File: src/rtl/svd_pkg.sv
package svd_pkg;

	localparam int NUM_DIGITS     = 6;
	localparam int POS_W          = 3;
	localparam int CNT_W          = 14;
	localparam int BLINK_ON_TICKS = 5000;
	localparam int BLINK_WRAP     = 10000;
	localparam int VALUE_W        = 32;
	localparam int DP_W           = 6;
	localparam int REG_IDX_W      = 2;

	localparam logic [POS_W-1:0] LAST_POS = POS_W'(NUM_DIGITS - 1);

	typedef enum logic {
		OP_LOAD = 1'b0,
		OP_TICK = 1'b1
	} opcode_t;

	typedef enum logic [REG_IDX_W-1:0] {
		REG_SHOW_ZEROS = 2'd0,
		REG_BLINK_EN   = 2'd1,
		REG_DP_MASK    = 2'd2
	} reg_idx_t;

	typedef logic [7:0] seg_t;

	// segment codes for one decimal digit, bit 0 is segment a
	function automatic seg_t seg_of(input logic [3:0] digit);
		seg_t code;
		case (digit)
			4'd0: code = 8'h3f;
			4'd1: code = 8'h06;
			4'd2: code = 8'h5b;
			4'd3: code = 8'h4f;
			4'd4: code = 8'h66;
			4'd5: code = 8'h6d;
			4'd6: code = 8'h7d;
			4'd7: code = 8'h07;
			4'd8: code = 8'h7f;
			4'd9: code = 8'h6f;
			default: code = 8'h00;
		endcase
		return code;
	endfunction

endpackage

File: src/rtl/svd_blink.sv
module svd_blink (
	input  logic clk,
	input  logic arst_n,
	input  logic advance,
	input  logic blink_enable,
	output logic dark
);

	logic [svd_pkg::CNT_W-1:0] cnt_q;
	logic [svd_pkg::CNT_W-1:0] cnt_inc;
	logic [svd_pkg::CNT_W-1:0] cnt_next;
	logic                      dark_q;

	always_comb begin
		cnt_inc  = cnt_q + svd_pkg::CNT_W'(1);
		cnt_next = (cnt_inc > svd_pkg::CNT_W'(svd_pkg::BLINK_WRAP)) ?
			'0 : cnt_inc;
	end

	always_ff @(posedge clk or negedge arst_n) begin
		if (!arst_n) begin
			cnt_q  <= '0;
			dark_q <= 1'b0;
		end else if (advance) begin
			cnt_q  <= cnt_next;
			dark_q <= blink_enable &&
				(cnt_next >= svd_pkg::CNT_W'(svd_pkg::BLINK_ON_TICKS));
		end
	end

	assign dark = dark_q;

endmodule

File: config.mk
export PLATFORM = sky130hd
export DESIGN_NAME = svd_blink
export DESIGN_NICKNAME = d
export VERILOG_FILES = /design/src/rtl/svd_pkg.sv /design/src/rtl/svd_blink.sv
export SDC_FILE = /design/constraint.sdc
export NUM_CORES = 1
export LEC_CHECK = 0
export BUFFER_PORTS_ARGS = -buffer_cell sky130_fd_sc_hd__buf_2
export CORE_ASPECT_RATIO = 0.75
export CORE_MARGIN = 1
export CORE_UTILIZATION = 23
export CTS_CLUSTER_SIZE = 8
export DETAILED_ROUTE_END_ITERATION = 7
export GPL_ROUTABILITY_DRIVEN = 0
export HOLD_SLACK_MARGIN = 0.1
export SLEW_MARGIN = 20
export SYNTH_ARGS = -nofsm -noshare
export SYNTH_HDL_FRONTEND = slang
export SYNTH_SLANG_ARGS = --single-unit
File: constraint.sdc
create_clock -name clk -period 6.2 [get_ports clk]
set_input_delay 0.93 -clock clk [delete_from_list [all_inputs] [get_ports clk]]
set_output_delay 0.93 -clock clk [all_outputs]
set_load 0.05 [all_outputs]
Yosys cells after proc, flatten, opt, wreduce, memory -nomap -nowiden. Index checks and enable logic that the tools add are counted.

Register bits after elaboration: 15. Input bits: 4.

$add $sub $neg: 1. $lt $le $gt $ge: 2. Multiplexer cells: 1. Reductions and logical operators: 1.

Operator list (count): adder 14 x 1 -> 14 bit (second input constant) (1); >= comparator 14 x 13 -> 1 bit (second input constant) (1); greater-than comparator 14 bit (second input constant) (1); 2-to-1 mux 14 bit (1); logical AND 1 bit (1).

Longest topological paths before layout. Gate-level depths: netlist of the first run.

Depth after elaboration: 5. Mapped depth: 10.

Worst setup path after synthesis of the first run. No wires, ideal clock.

Kind: flip-flop to flip-flop. Start: register cnt_q[0] in the netlist's numbering. End: register cnt_q[2] in the netlist's numbering. Arrival time: 1962 ps. Required time: 6113 ps. Path slack: 4152 ps. Cell stages (with the launch flop): 11. Path buffers: 2. Cells stage by stage: dfrtp_1 ha_1 and2_1 buf_2 a21o_1 a21oi_1 o22a_2 o21bai_4 and3_1 buf_6 a211oi_2.

Word-level cells in the longest chain between the ends: 3.

RTL lines: from (decl) (line svd_blink.sv:9) `logic [svd_pkg::CNT_W-1:0] cnt_q;`; from (signal assigned) (line svd_blink.sv:25) `cnt_q <= cnt_next;`; adder 14 x 1 -> 14 bit * (line svd_blink.sv:15) `cnt_inc = cnt_q + svd_pkg::CNT_W'(1);`; greater-than comparator 14 bit (line svd_blink.sv:16) `cnt_next = (cnt_inc > svd_pkg::CNT_W'(svd_pkg::BLINK_WRAP)) ?`; 2-to-1 mux 14 bit * (line svd_blink.sv:16).

Every way passes the cells marked *; elsewhere a longest branch is shown, timed or not. A chain may end at the register's enable or synchronous reset.

Worst setup path after layout of the first run.
Start: register cnt_q[2] in the netlist's numbering. End: register cnt_q[10] in the netlist's numbering.

Same word-level chain as after synthesis.

==> run summary, run 1 <==
CLOCK NETWORK
--------------------------------------------------------------------------------
Number of levels in the clock H-tree                                           1
CTS tree                                                                    done
Clock transition at the registers of the reported paths                    60 ps
Deepest clock path buffer count                                                2
Clock Tree Root                                                     sky130_fd_sc_hd__clkbuf_8
Clock insertion delay at the later pin of the skew report                 260 ps
Hold buffer count at CTS                                                       0
Sinks on the clock net                                                        15
Setup fix buffers added after clock tree synthesis                             0
Number of resized instances in the post-cts repair step                        0
Clock buffer count from CTS                                                    3

TIMING
--------------------------------------------------------------------------------
Fmax                                                                     387 MHz
Final setup violation count                                                    0
Unrepaired setup endpoints after global routing                               no
Part of the cycle the worst path needs                                     0.417
Max-slew headroom at the worst pin                                         0.600
Final max-slew violation count                                                 0
Worst Tran Pin Value                                                      598 ps
Time the final worst path needs with I/O delays and setup                2580 ps
Final Hold Viols                                                               0
Total Neg Setup Slack                                                       0 ps
Final worst clock skew                                                   4.75 ps

CELLS AND AREA
--------------------------------------------------------------------------------
Core utilization of the finished layout                                    0.253
# nets final                                                                 153
Cell Count, Final, Fillers Out                                               222
Fraction of layout instances using a drive strength above 1                0.184
Area of the multi-input gates                                            803 µm²
Fillcell total                                                               594
Highest-count cells in the layout ignoring fill and taps            sky130_fd_sc_hd__nor2_1 (15), sky130_fd_sc_hd__dfrtp_1 (15), sky130_fd_sc_hd__nand3_1 (13)
Total inserted antenna cells                                                   0
Post-route cell area                                                 0.00135 mm²
Storage cell area                                                        375 µm²
Growth of design area from synthesis to finish                             5.98%

YOSYS
--------------------------------------------------------------------------------
Area share of the leading cell type in the synthesized netlist             0.294
Post-synthesis sequential element count                                       15
Gate Count Post-Synth                                                        155
Sequential-to-total area share from yosys stat                             0.294
Number of warnings reported in the yosys synthesis log                         0
Unique masters post-synth                                                     43
Leading area contributor after synthesis                            sky130_fd_sc_hd__dfrtp_1
Synthesized area per cell                                               8.23 µm²
Netlist Area Pre-Place                                               0.00128 mm²
Number of nets in the synthesized netlist                                    160
Synth area leaders                                                  sky130_fd_sc_hd__dfrtp_1 (29%), sky130_fd_sc_hd__nand3_1 (5.1%), sky130_fd_sc_hd__nor3_2 (4.7%), sky130_fd_sc_hd__nor2_1 (4.4%), sky130_fd_sc_hd__nand4_1 (3.9%)

DRT
--------------------------------------------------------------------------------
Via count                                                                   1142
Final ANT Viol Nets                                                            0
Post-route DRC                                                                 0
DRC violation total after the first TritonRoute iteration                    171
First-pass iteration count of the detailed router                              4
Routed length per placed instance                                        13.1 µm
Final routed wirelength across all metal layers                          2.90 mm
Detailed-route vias per instance                                            5.14

JOB
--------------------------------------------------------------------------------
Max-capacitance violation count                                                0

FLOORPLANNING
--------------------------------------------------------------------------------
Chip Width                                                               88.0 µm
Core Box Area                                                        0.00535 mm²
Die Height                                                               66.5 µm
Boundary Pins                                                                  5
Cell Rows                                                                     23
Die area                                                             0.00585 mm²
Starting Density                                                           0.238

GLOBAL ROUTE
--------------------------------------------------------------------------------
Largest net degree at the start of global routing                             25
Overall track demand over capacity in global routing                       0.114
First-pass GRT wire length                                               5.11 mm
Via count of the first global-routing pass                                   971
Number of antenna violations at the first check in global routing              0
Global route overflow                                                          0

WORST SETUP PATH
--------------------------------------------------------------------------------
Critical path arrival                                                    2700 ps
Capturing element type of the critical path                             register
Crit-path cells                                                     nand3_1 -> nor4_2 -> nor3_1 -> a31oi_1 -> o21bai_4 -> and3_1 -> nor3_2
Data required time of the worst path                                     6320 ps
Maximum net fanout on the critical path                                       13
Delay contributed by the slowest stage of the critical path               510 ps
Setup crit start kind                                                   register
Slowest cell on crit path                                           sky130_fd_sc_hd__nor4_2
Setup Crit Path Kind                                                register to register

PLACEMENT
--------------------------------------------------------------------------------
Number of buffer cells added on primary ports                                  4
Cell Area, Placed                                                    0.00131 mm²
Placed Cells incl. Taps                                                      218
Final HPWL from detailed placement                                       2.00 mm

POWER
--------------------------------------------------------------------------------
Pwr dens                                                              233 mW/mm²
Total design power                                                        315 µW
Leak                                                                    0.508 nW
Maximum vdd drop                                                       0.0777 mV

STATUS
--------------------------------------------------------------------------------
Status                                                              complete, no violations

WORST HOLD PATH
--------------------------------------------------------------------------------
Type of the tightest min-delay check                                register to register

-- report_power, final --
part / switching (mW) / internal (mW)
Sequential: 0.0228 / 0.111
Combinational: 0.0611 / 0.0359
Clock: 0.0383 / 0.0457
-- layout make-up --
cell class                      count  area share
Tap cell                           75      0.0694
Sequential cell                    15       0.278
Timing Repair Buffer                4      0.0148
Multi-Input combinational cell    120       0.594
Inverter                            4      0.0111
Clock buffer                        4      0.0333
-- final timing paths --
kind / depth (start not counted) / slack (ps) / endpoint / start
setup / recovery: 7 / 3620 / cnt_q[10] / cnt_q[2]
hold / removal: 1 / 510 / dark / dark
setup reg to reg: 7 / 3620 / cnt_q[10] / cnt_q[2]
hold reg to reg: 1 / 510 / dark / dark
max in group asynchronous: 1 / 5360 / cnt_q[10] / arst_n
min in group asynchronous: 1 / 570 / cnt_q[5] / arst_n
-- synthesized netlist by cell type --
library cell                count
sky130_fd_sc_hd__dfrtp_1       15
sky130_fd_sc_hd__nor2_1        15
sky130_fd_sc_hd__nand3_1       13
sky130_fd_sc_hd__nand2_1       12
sky130_fd_sc_hd__nand4_1        8
sky130_fd_sc_hd__o21ai_0        8
sky130_fd_sc_hd__a21oi_1        6
sky130_fd_sc_hd__and3_1         6
sky130_fd_sc_hd__buf_2          6
sky130_fd_sc_hd__clkbuf_1       6
sky130_fd_sc_hd__nor3_1         6
sky130_fd_sc_hd__nor3_2         6
sky130_fd_sc_hd__inv_1          4
sky130_fd_sc_hd__a221o_1        3
sky130_fd_sc_hd__nor4_2         3
sky130_fd_sc_hd__a211oi_2       2
sky130_fd_sc_hd__a21o_1         2
sky130_fd_sc_hd__a31oi_1        2
sky130_fd_sc_hd__and2_1         2
sky130_fd_sc_hd__buf_4          2
sky130_fd_sc_hd__mux2_2         2
sky130_fd_sc_hd__nand3_2        2
sky130_fd_sc_hd__nor4_1         2
sky130_fd_sc_hd__o211ai_1       2
sky130_fd_sc_hd__xnor2_1        2
sky130_fd_sc_hd__a211oi_1       1
sky130_fd_sc_hd__a32oi_1        1
sky130_fd_sc_hd__and4b_1        1
sky130_fd_sc_hd__buf_1          1
sky130_fd_sc_hd__buf_6          1
sky130_fd_sc_hd__ha_1           1
sky130_fd_sc_hd__mux2i_1        1
sky130_fd_sc_hd__nor2b_1        1
sky130_fd_sc_hd__nor3b_2        1
sky130_fd_sc_hd__nor4_4         1
sky130_fd_sc_hd__o2111ai_1      1
sky130_fd_sc_hd__o21ai_1        1
sky130_fd_sc_hd__o21bai_4       1
sky130_fd_sc_hd__o22a_2         1
sky130_fd_sc_hd__o22ai_1        1
sky130_fd_sc_hd__or3_1          1
sky130_fd_sc_hd__xor2_1         1
sky130_fd_sc_hd__xor2_2         1
-- state kept, by name, summed over array words and instances (netlist names) --
name,flops
dark,1
cnt_q,14
-- cells by family after synthesis --
| logic type | count (synthesis) | synth area share |
|---|---|---|
| XOR/XNOR | 4 | 0.0333 |
| adder cells (fa/ha/maj) | 1 | 0.00980 |
| AND/OR/NAND/NOR | 80 | 0.378 |
| buffers and inverters | 20 | 0.0765 |
| multiplexers | 3 | 0.0255 |
| AO/OA/AOI/OAI | 32 | 0.182 |
| flip-flops | 15 | 0.294 |
-- through the flow --
stage	hold WS, ps	setup slack [ps]
after floorplan	528	4150
after global placement	505	3720
after detailed placement	508	3630
after CTS	526	3580
after global routing	537	3360
final	514	3620
-- worst max-delay path, delay by kind of cell (launching register included) --
family,cells,cell delay (ps)
flip-flops,1,410
AO/OA/AOI/OAI,2,400
AND/OR/NAND/NOR,5,1630
-- metal layers --
layer / track usage / up-vias / wire length, µm
li1: - / 556 / -
met1: 0.173 / 540 / 1490
met2: 0.149 / 38 / 1140
met3: 0.0384 / 8 / 226
met4: 0.0302 / 0 / 46
met5: 0 / - / 0
No activity file was read; power rests on OpenSTA's default activity.
==> run 2: changes to the inputs <==
==> constraint.sdc (replaced) <==
create_clock -name clk -period 2.35 [get_ports clk]
set_input_delay 0.3525 -clock clk [delete_from_list [all_inputs] [get_ports clk]]
set_output_delay 0.3525 -clock clk [all_outputs]
set_load 0.05 [all_outputs]
==> run 2 against run 1 <==
  * Fmax grew 19%
  * Sequential power increased to 2.5 times the previous value
  * Design area is 10% higher
  * Largest power group is now combinational cells
  * Global-route usage grew 0.28 points
  * Worst setup slack worse by 3400 ps
  * Via count is 4.2% higher
  * Clock power rose to 2.7 times the previous value
  * Critical path depth rose by 2
  * Sequential share of layout area decreased by 2.6 points
  * Sequential cell count unchanged
  * Final cell count rose by 6.8%
  * Wire length rose by 6.3%
==> run summary, run 2 (synthesis results as in run 1) <==
POWER
--------------------------------------------------------------------------------
Maximum vdd drop                                                        0.206 mV
Combinational group share of total power                                   0.377
Leak                                                                    0.587 nW
Pwr dens                                                              602 mW/mm²
Total design power                                                        896 µW
Clock group share of total power                                           0.249
Switching power summed over all nets                                      344 µW
Internal power                                                            552 µW
Net Sw Frac                                                                0.384
Part of the power in registers                                             0.373

FLOORPLANNING
--------------------------------------------------------------------------------
Chip Width                                                               88.0 µm
Die Height                                                               66.5 µm
Boundary Pins                                                                  5
Cell Rows                                                                     23
Starting Density                                                           0.238
Core Box Area                                                        0.00535 mm²
Die area                                                             0.00585 mm²

CLOCK NETWORK
--------------------------------------------------------------------------------
Number of levels in the clock H-tree                                           1
Clock Tree Root                                                     sky130_fd_sc_hd__clkbuf_8
Clock insertion delay at the later pin of the skew report                 260 ps
CTS tree                                                                    done
Clock transition at the registers of the reported paths                    70 ps
Clock buffer count from CTS                                                    3
Sinks on the clock net                                                        15
Setup fix buffers added after clock tree synthesis                             0
Deepest clock path buffer count                                                2

GLOBAL ROUTE
--------------------------------------------------------------------------------
Global route overflow                                                          0
Largest net degree at the start of global routing                             25
Number of antenna violations at the first check in global routing              0
First-pass GRT wire length                                               5.01 mm
Overall track demand over capacity in global routing                       0.117
Via count of the first global-routing pass                                   999

WORST SETUP PATH
--------------------------------------------------------------------------------
Setup crit start kind                                                   register
Crit-path cells                                                     ha_2 -> and2_2 -> a21o_1 -> a21oi_1 -> o22a_2 -> o21bai_4 -> and3_1 -> buf_12 -> a211oi_2
Capturing element type of the critical path                             register
R2R Path Start                                                          cnt_q[0]
Data required time of the worst path                                     2520 ps
Worst setup slack for register-to-register paths                          180 ps
Setup Crit Path Kind                                                register to register
R2R cell count                                                                 9
Delay contributed by the slowest stage of the critical path               410 ps
Slowest cell on crit path                                           sky130_fd_sc_hd__dfrtp_1
Critical path arrival                                                    2350 ps
Critical register-to-register path endpoint                             cnt_q[7]
Maximum net fanout on the critical path                                        8

PLACEMENT
--------------------------------------------------------------------------------
Number of buffer cells added on primary ports                                  4
Final HPWL from detailed placement                                       2.28 mm

TIMING
--------------------------------------------------------------------------------
Final max-slew violation count                                                 0
Unrepaired setup endpoints after global routing                               no
Final setup violation count                                                    0
Time the final worst path needs with I/O delays and setup                2170 ps
Total Neg Setup Slack                                                       0 ps
Final Hold Viols                                                               0
Fmax                                                                     460 MHz
Part of the cycle the worst path needs                                     0.925
Final worst clock skew                                                   2.34 ps
Max-slew headroom at the worst pin                                         0.700
Worst Tran Pin Value                                                      449 ps

DRT
--------------------------------------------------------------------------------
Total met2 wirelength after detailed routing                             1.22 mm
Via count                                                                   1190
Length of routed wiring on met1                                          1.62 mm
First-pass iteration count of the detailed router                              4
Metal3 WL                                                                 217 µm
Post-route DRC                                                                 0
Final routed wirelength across all metal layers                          3.09 mm
Detailed-route vias per instance                                            5.02
Final ANT Viol Nets                                                            0
Routed length per placed instance                                        13.0 µm
DRC violation total after the first TritonRoute iteration                     92
Topmost layer with routed signal wires                                      met4

CELLS AND AREA
--------------------------------------------------------------------------------
Max FFs per register                                                          14
Most flops, register                                                       cnt_q
Total inserted antenna cells                                                   0
Most common cell after layout, fill and taps aside                  sky130_fd_sc_hd__dfrtp_1
Growth of design area from synthesis to finish                             16.8%
# nets final                                                                 168
Fraction of layout instances using a drive strength above 1                0.284
Highest-count cells in the layout ignoring fill and taps            sky130_fd_sc_hd__dfrtp_1 (15), sky130_fd_sc_hd__nor2_1 (14), sky130_fd_sc_hd__nand3_1 (13), sky130_fd_sc_hd__buf_4 (13), sky130_fd_sc_hd__nand2_1 (11)

WORST HOLD PATH
--------------------------------------------------------------------------------
Launch instance of the worst min-delay path                         blink_enable
Hold Path Stages                                                               3
Type of the tightest min-delay check                                primary input to register
Worst Hold Endpoint                                                         dark

JOB
--------------------------------------------------------------------------------
Max-capacitance violation count                                                0

STATUS
--------------------------------------------------------------------------------
Status                                                              complete, no violations

## run 2: power groups by stage
| stage | Combinational (mW) | Clock, mW | Sequential (mW) |
|---|---|---|---|
| 3_5_place_dp | 0.327 | 0 | 0.336 |
| 5_1_grt | 0.366 | 0.242 | 0.339 |
| 6_report | 0.338 | 0.224 | 0.335 |
| 2_1_floorplan | 0.253 | 0 | 0.320 |
| 4_1_cts | 0.329 | 0.237 | 0.332 |
| 3_3_place_gp | 0.330 | 0 | 0.336 |
## run 2: worst max-delay path by stage
stage | startpoint | to | slack (ps) | depth (start not counted)
2_1_floorplan | cnt_q[0] | cnt_q[2] | 300 | 10
3_3_place_gp | cnt_q[0] | cnt_q[7] | 180 | 9
6_report | cnt_q[0] | cnt_q[7] | 180 | 9
4_1_cts | cnt_q[0] | cnt_q[7] | 120 | 9
5_1_grt | cnt_q[0] | cnt_q[7] | 0.5 | 9
3_5_place_dp | cnt_q[0] | cnt_q[2] | 140 | 9
## run 2: layer usage
metal / up-vias / track usage
met2: 34 / 0.154
met1: 563 / 0.167
li1: 588 / -
met4: 0 / 0.0383
met3: 5 / 0.0496
met5: - / 0
## run 2: worst max-delay path, delay by kind of cell, from the launching register on
kind / cells / cell delay, ps
AOI/OAI and AO/OA: 5 / 830
and+or+nand+nor: 2 / 460
DFF: 1 / 410
adders and majority gates: 1 / 230
buffers and inverters: 1 / 160
## run 2: what timing repair did
item | 4_1_cts | 5_1_grt
hold endpoints to repair | 15 | 0
gates resized for setup | 0 | 4
setup endpoints to repair | 0 | 8
hold buffers | 1 | 0
## run 2: layout make-up
class                   count  area (µm²)
fillers                   583        3860
repair buffers             19         148
well taps                  75        93.8
clock inverters             1        5.00
clock buffers               3        41.3
multi-input cells         120         812
inverters                   4        15.0
flip-flops and latches     15         375
## run 2: stage by stage
step,util,hold slack [ps],worst slack [ps],instances,cell area (µm²)
floorplan,-,56.9,302,155,1280
global placement,0.266,297,181,232,1430
detailed placement,0.266,297,144,232,1430
CTS,0.277,461,122,237,1480
global route,0.278,467,0.509,237,1490
finish,0.278,466,175,237,1490
==> run 3: changes to the inputs <==
==> constraint.sdc (replaced) <==
create_clock -name clk -period 2.4 [get_ports clk]
set_input_delay 0.36 -clock clk [delete_from_list [all_inputs] [get_ports clk]]
set_output_delay 0.36 -clock clk [all_outputs]
set_load 0.05 [all_outputs]
==> run 3 against run 2 <==
  * Worst setup slack gained 61 ps
  * Utilization shrank 0.30 points
  * Final cell count shrank 0.42%
  * Fmax grew 0.52%
  * Hold slack gained 7.5 ps
  * Critical path depth is the same
  * Combinational power shrank 4%
  * Design area shrank 1.1%
  * Register-to-register slack gained 60 ps
  * Largest cell class unchanged
==> run summary, run 3 (synthesis results as in run 1) <==
CELLS AND AREA
----------------------------------------------------------------------------------------
Highest-count cells in the layout ignoring fill and taps                    sky130_fd_sc_hd__nor2_1 (15), sky130_fd_sc_hd__dfrtp_1 (15), sky130_fd_sc_hd__nand3_1 (13)
Area of the multi-input gates                                                    803 µm²
Growth of design area from synthesis to finish                                     15.5%
Core utilization of the finished layout                                            0.275
Most flops, register                                                               cnt_q
# nets final                                                                         167
Fraction of layout instances using a drive strength above 1                        0.255
Cell Count, Final, Fillers Out                                                       236
Max FFs per register                                                                  14
Fillcell total                                                                       591
Storage cell area                                                                375 µm²
Total inserted antenna cells                                                           0

TIMING
----------------------------------------------------------------------------------------
Max-slew headroom at the worst pin                                                 0.720
Part of the cycle the worst path needs                                             0.901
Worst Tran Pin Value                                                              416 ps
Time the final worst path needs with I/O delays and setup                        2160 ps
Final max-slew violation count                                                         0
Unrepaired setup endpoints after global routing                                       no
Final Hold Viols                                                                       0
Fmax                                                                             462 MHz
Final setup violation count                                                            0
Final worst clock skew                                                           9.51 ps
Total Neg Setup Slack                                                               0 ps
Hold_ws                                                                           473 ps

CLOCK NETWORK
----------------------------------------------------------------------------------------
CTS tree                                                                            done
Number of levels in the clock H-tree                                                   1
Number of resized instances in the post-cts repair step                                0
Deepest clock path buffer count                                                        2
Sinks on the clock net                                                                15
Setup fix buffers added after clock tree synthesis                                     0
Clock Tree Root                                                             sky130_fd_sc_hd__clkbuf_8
Clock insertion delay at the later pin of the skew report                         260 ps
Clock buffer count from CTS                                                            3
Hold buffer count at CTS                                                               1
Clock transition at the registers of the reported paths                            80 ps

POWER
----------------------------------------------------------------------------------------
Switching power summed over all nets                                              336 µW
Maximum vdd drop                                                                0.180 mV
Internal power                                                                    532 µW
Net Sw Frac                                                                        0.387
Leak                                                                            0.581 nW
Combinational group share of total power                                           0.375
Clock group share of total power                                                   0.254
Pwr dens                                                                      589 mW/mm²
Part of the power in registers                                                     0.371

DRT
----------------------------------------------------------------------------------------
DRC violation total after the first TritonRoute iteration                            114
Routed length per placed instance                                                13.2 µm
Post-route DRC                                                                         0
Final routed wirelength across all metal layers                                  3.12 mm
Via count                                                                           1147
Final ANT Viol Nets                                                                    0
Detailed-route vias per instance                                                    4.86
First-pass iteration count of the detailed router                                      4

WORST SETUP PATH
----------------------------------------------------------------------------------------
Worst setup slack for register-to-register paths                                  240 ps
Critical register-to-register path endpoint                                     cnt_q[7]
R2R cell count                                                                         9
Destination of the critical timing path                                         cnt_q[7]
R2R Path Start                                                                  cnt_q[0]
Setup Crit Path Kind                                                        register to register
Category of cells accounting for the largest share of critical-path delay   compound AO/OA/AOI/OAI gates
Slowest cell on crit path                                                   sky130_fd_sc_hd__dfrtp_1
Critical path arrival                                                            2330 ps
Crit-path cells                                                             ha_1 -> and2_1 -> a21o_1 -> a21oi_1 -> o22a_2 -> o21bai_4 -> and3_1 -> buf_12 -> a211oi_2
Critical path launch point                                                      cnt_q[0]
Maximum net fanout on the critical path                                                9
Setup crit start kind                                                           register
Data required time of the worst path                                             2570 ps
Capturing element type of the critical path                                     register
Count of cell instances traversed by the critical path                                 9
Delay contributed by the slowest stage of the critical path                       410 ps
Number of buffer and inverter instances along the worst setup path                     1

FLOORPLANNING
----------------------------------------------------------------------------------------
Chip Width                                                                       88.0 µm
Boundary Pins                                                                          5
Die area                                                                     0.00585 mm²
Cell Rows                                                                             23
Starting Density                                                                   0.238
Core Box Area                                                                0.00535 mm²
Die Height                                                                       66.5 µm

STATUS
----------------------------------------------------------------------------------------
Status                                                                      complete, no violations

GLOBAL ROUTE
----------------------------------------------------------------------------------------
Overall track demand over capacity in global routing                               0.118
Global route overflow                                                                  0
Via count of the first global-routing pass                                          1008
First-pass GRT wire length                                                       5.30 mm
Largest net degree at the start of global routing                                     17
Number of antenna violations at the first check in global routing                      0

JOB
----------------------------------------------------------------------------------------
Max-capacitance violation count                                                        0

WORST HOLD PATH
----------------------------------------------------------------------------------------
Launch instance of the worst min-delay path                                 blink_enable
Type of the tightest min-delay check                                        primary input to register

PLACEMENT
----------------------------------------------------------------------------------------
Final HPWL from detailed placement                                               2.31 mm
Number of buffer cells added on primary ports                                          4
Placed Cells incl. Taps                                                              231

## run 3: layout make-up
class / instances / area share
Timing Repair Buffer: 18 / 0.0951
Tap cell: 75 / 0.0637
Inverter: 4 / 0.0102
Sequential cell: 15 / 0.255
Clock buffer: 3 / 0.0280
Clock inverter: 1 / 0.00340
Multi-Input combinational cell: 120 / 0.545
## run 3: how the worst min path moves through the flow
stage	end	slack [ps]	cells past startpoint
floorplan	cnt_q[0]	60	0
global placement	cnt_q[5]	300	1
detailed placement	cnt_q[6]	300	1
CTS	dark	470	3
global route	dark	490	3
finish	dark	470	3
## run 3: worst reg2reg max path: cells and delay by family, from the launching register on
family,cells,cell delay (ps)
AO/OA/AOI/OAI,5,830
AND/OR/NAND/NOR,2,440
flip-flops,1,410
adder cells (fa/ha/maj),1,250
buffers and inverters,1,150
## run 3: stage by stage
step	instance area, µm²	setup WS [ps]	total power [mW]
floorplan	1280	352	0.560
global placement	1420	270	0.649
detailed placement	1420	246	0.646
CTS	1470	240	0.868
global route	1470	43.1	0.928
finish	1470	237	0.867
## run 3: power by group through the flow
| stage | logic [mW] | registers (mW) | clock network, mW |
|---|---|---|---|
| final | 0.325 | 0.322 | 0.220 |
| after global routing | 0.367 | 0.328 | 0.233 |
| after CTS | 0.322 | 0.321 | 0.225 |
| after detailed placement | 0.321 | 0.325 | 0 |
| after global placement | 0.324 | 0.324 | 0 |
| after floorplan | 0.248 | 0.313 | 0 |
## run 3: routing by layer
| layer | vias up | routed length, µm | global-route usage |
|---|---|---|---|
| met5 | - | 0 | 0 |
| met3 | 0 | 259 | 0.0335 |
| met1 | 527 | 1660 | 0.190 |
| met2 | 37 | 1200 | 0.155 |
| li1 | 583 | - | - |
| met4 | 0 | 0 | 0.0101 |
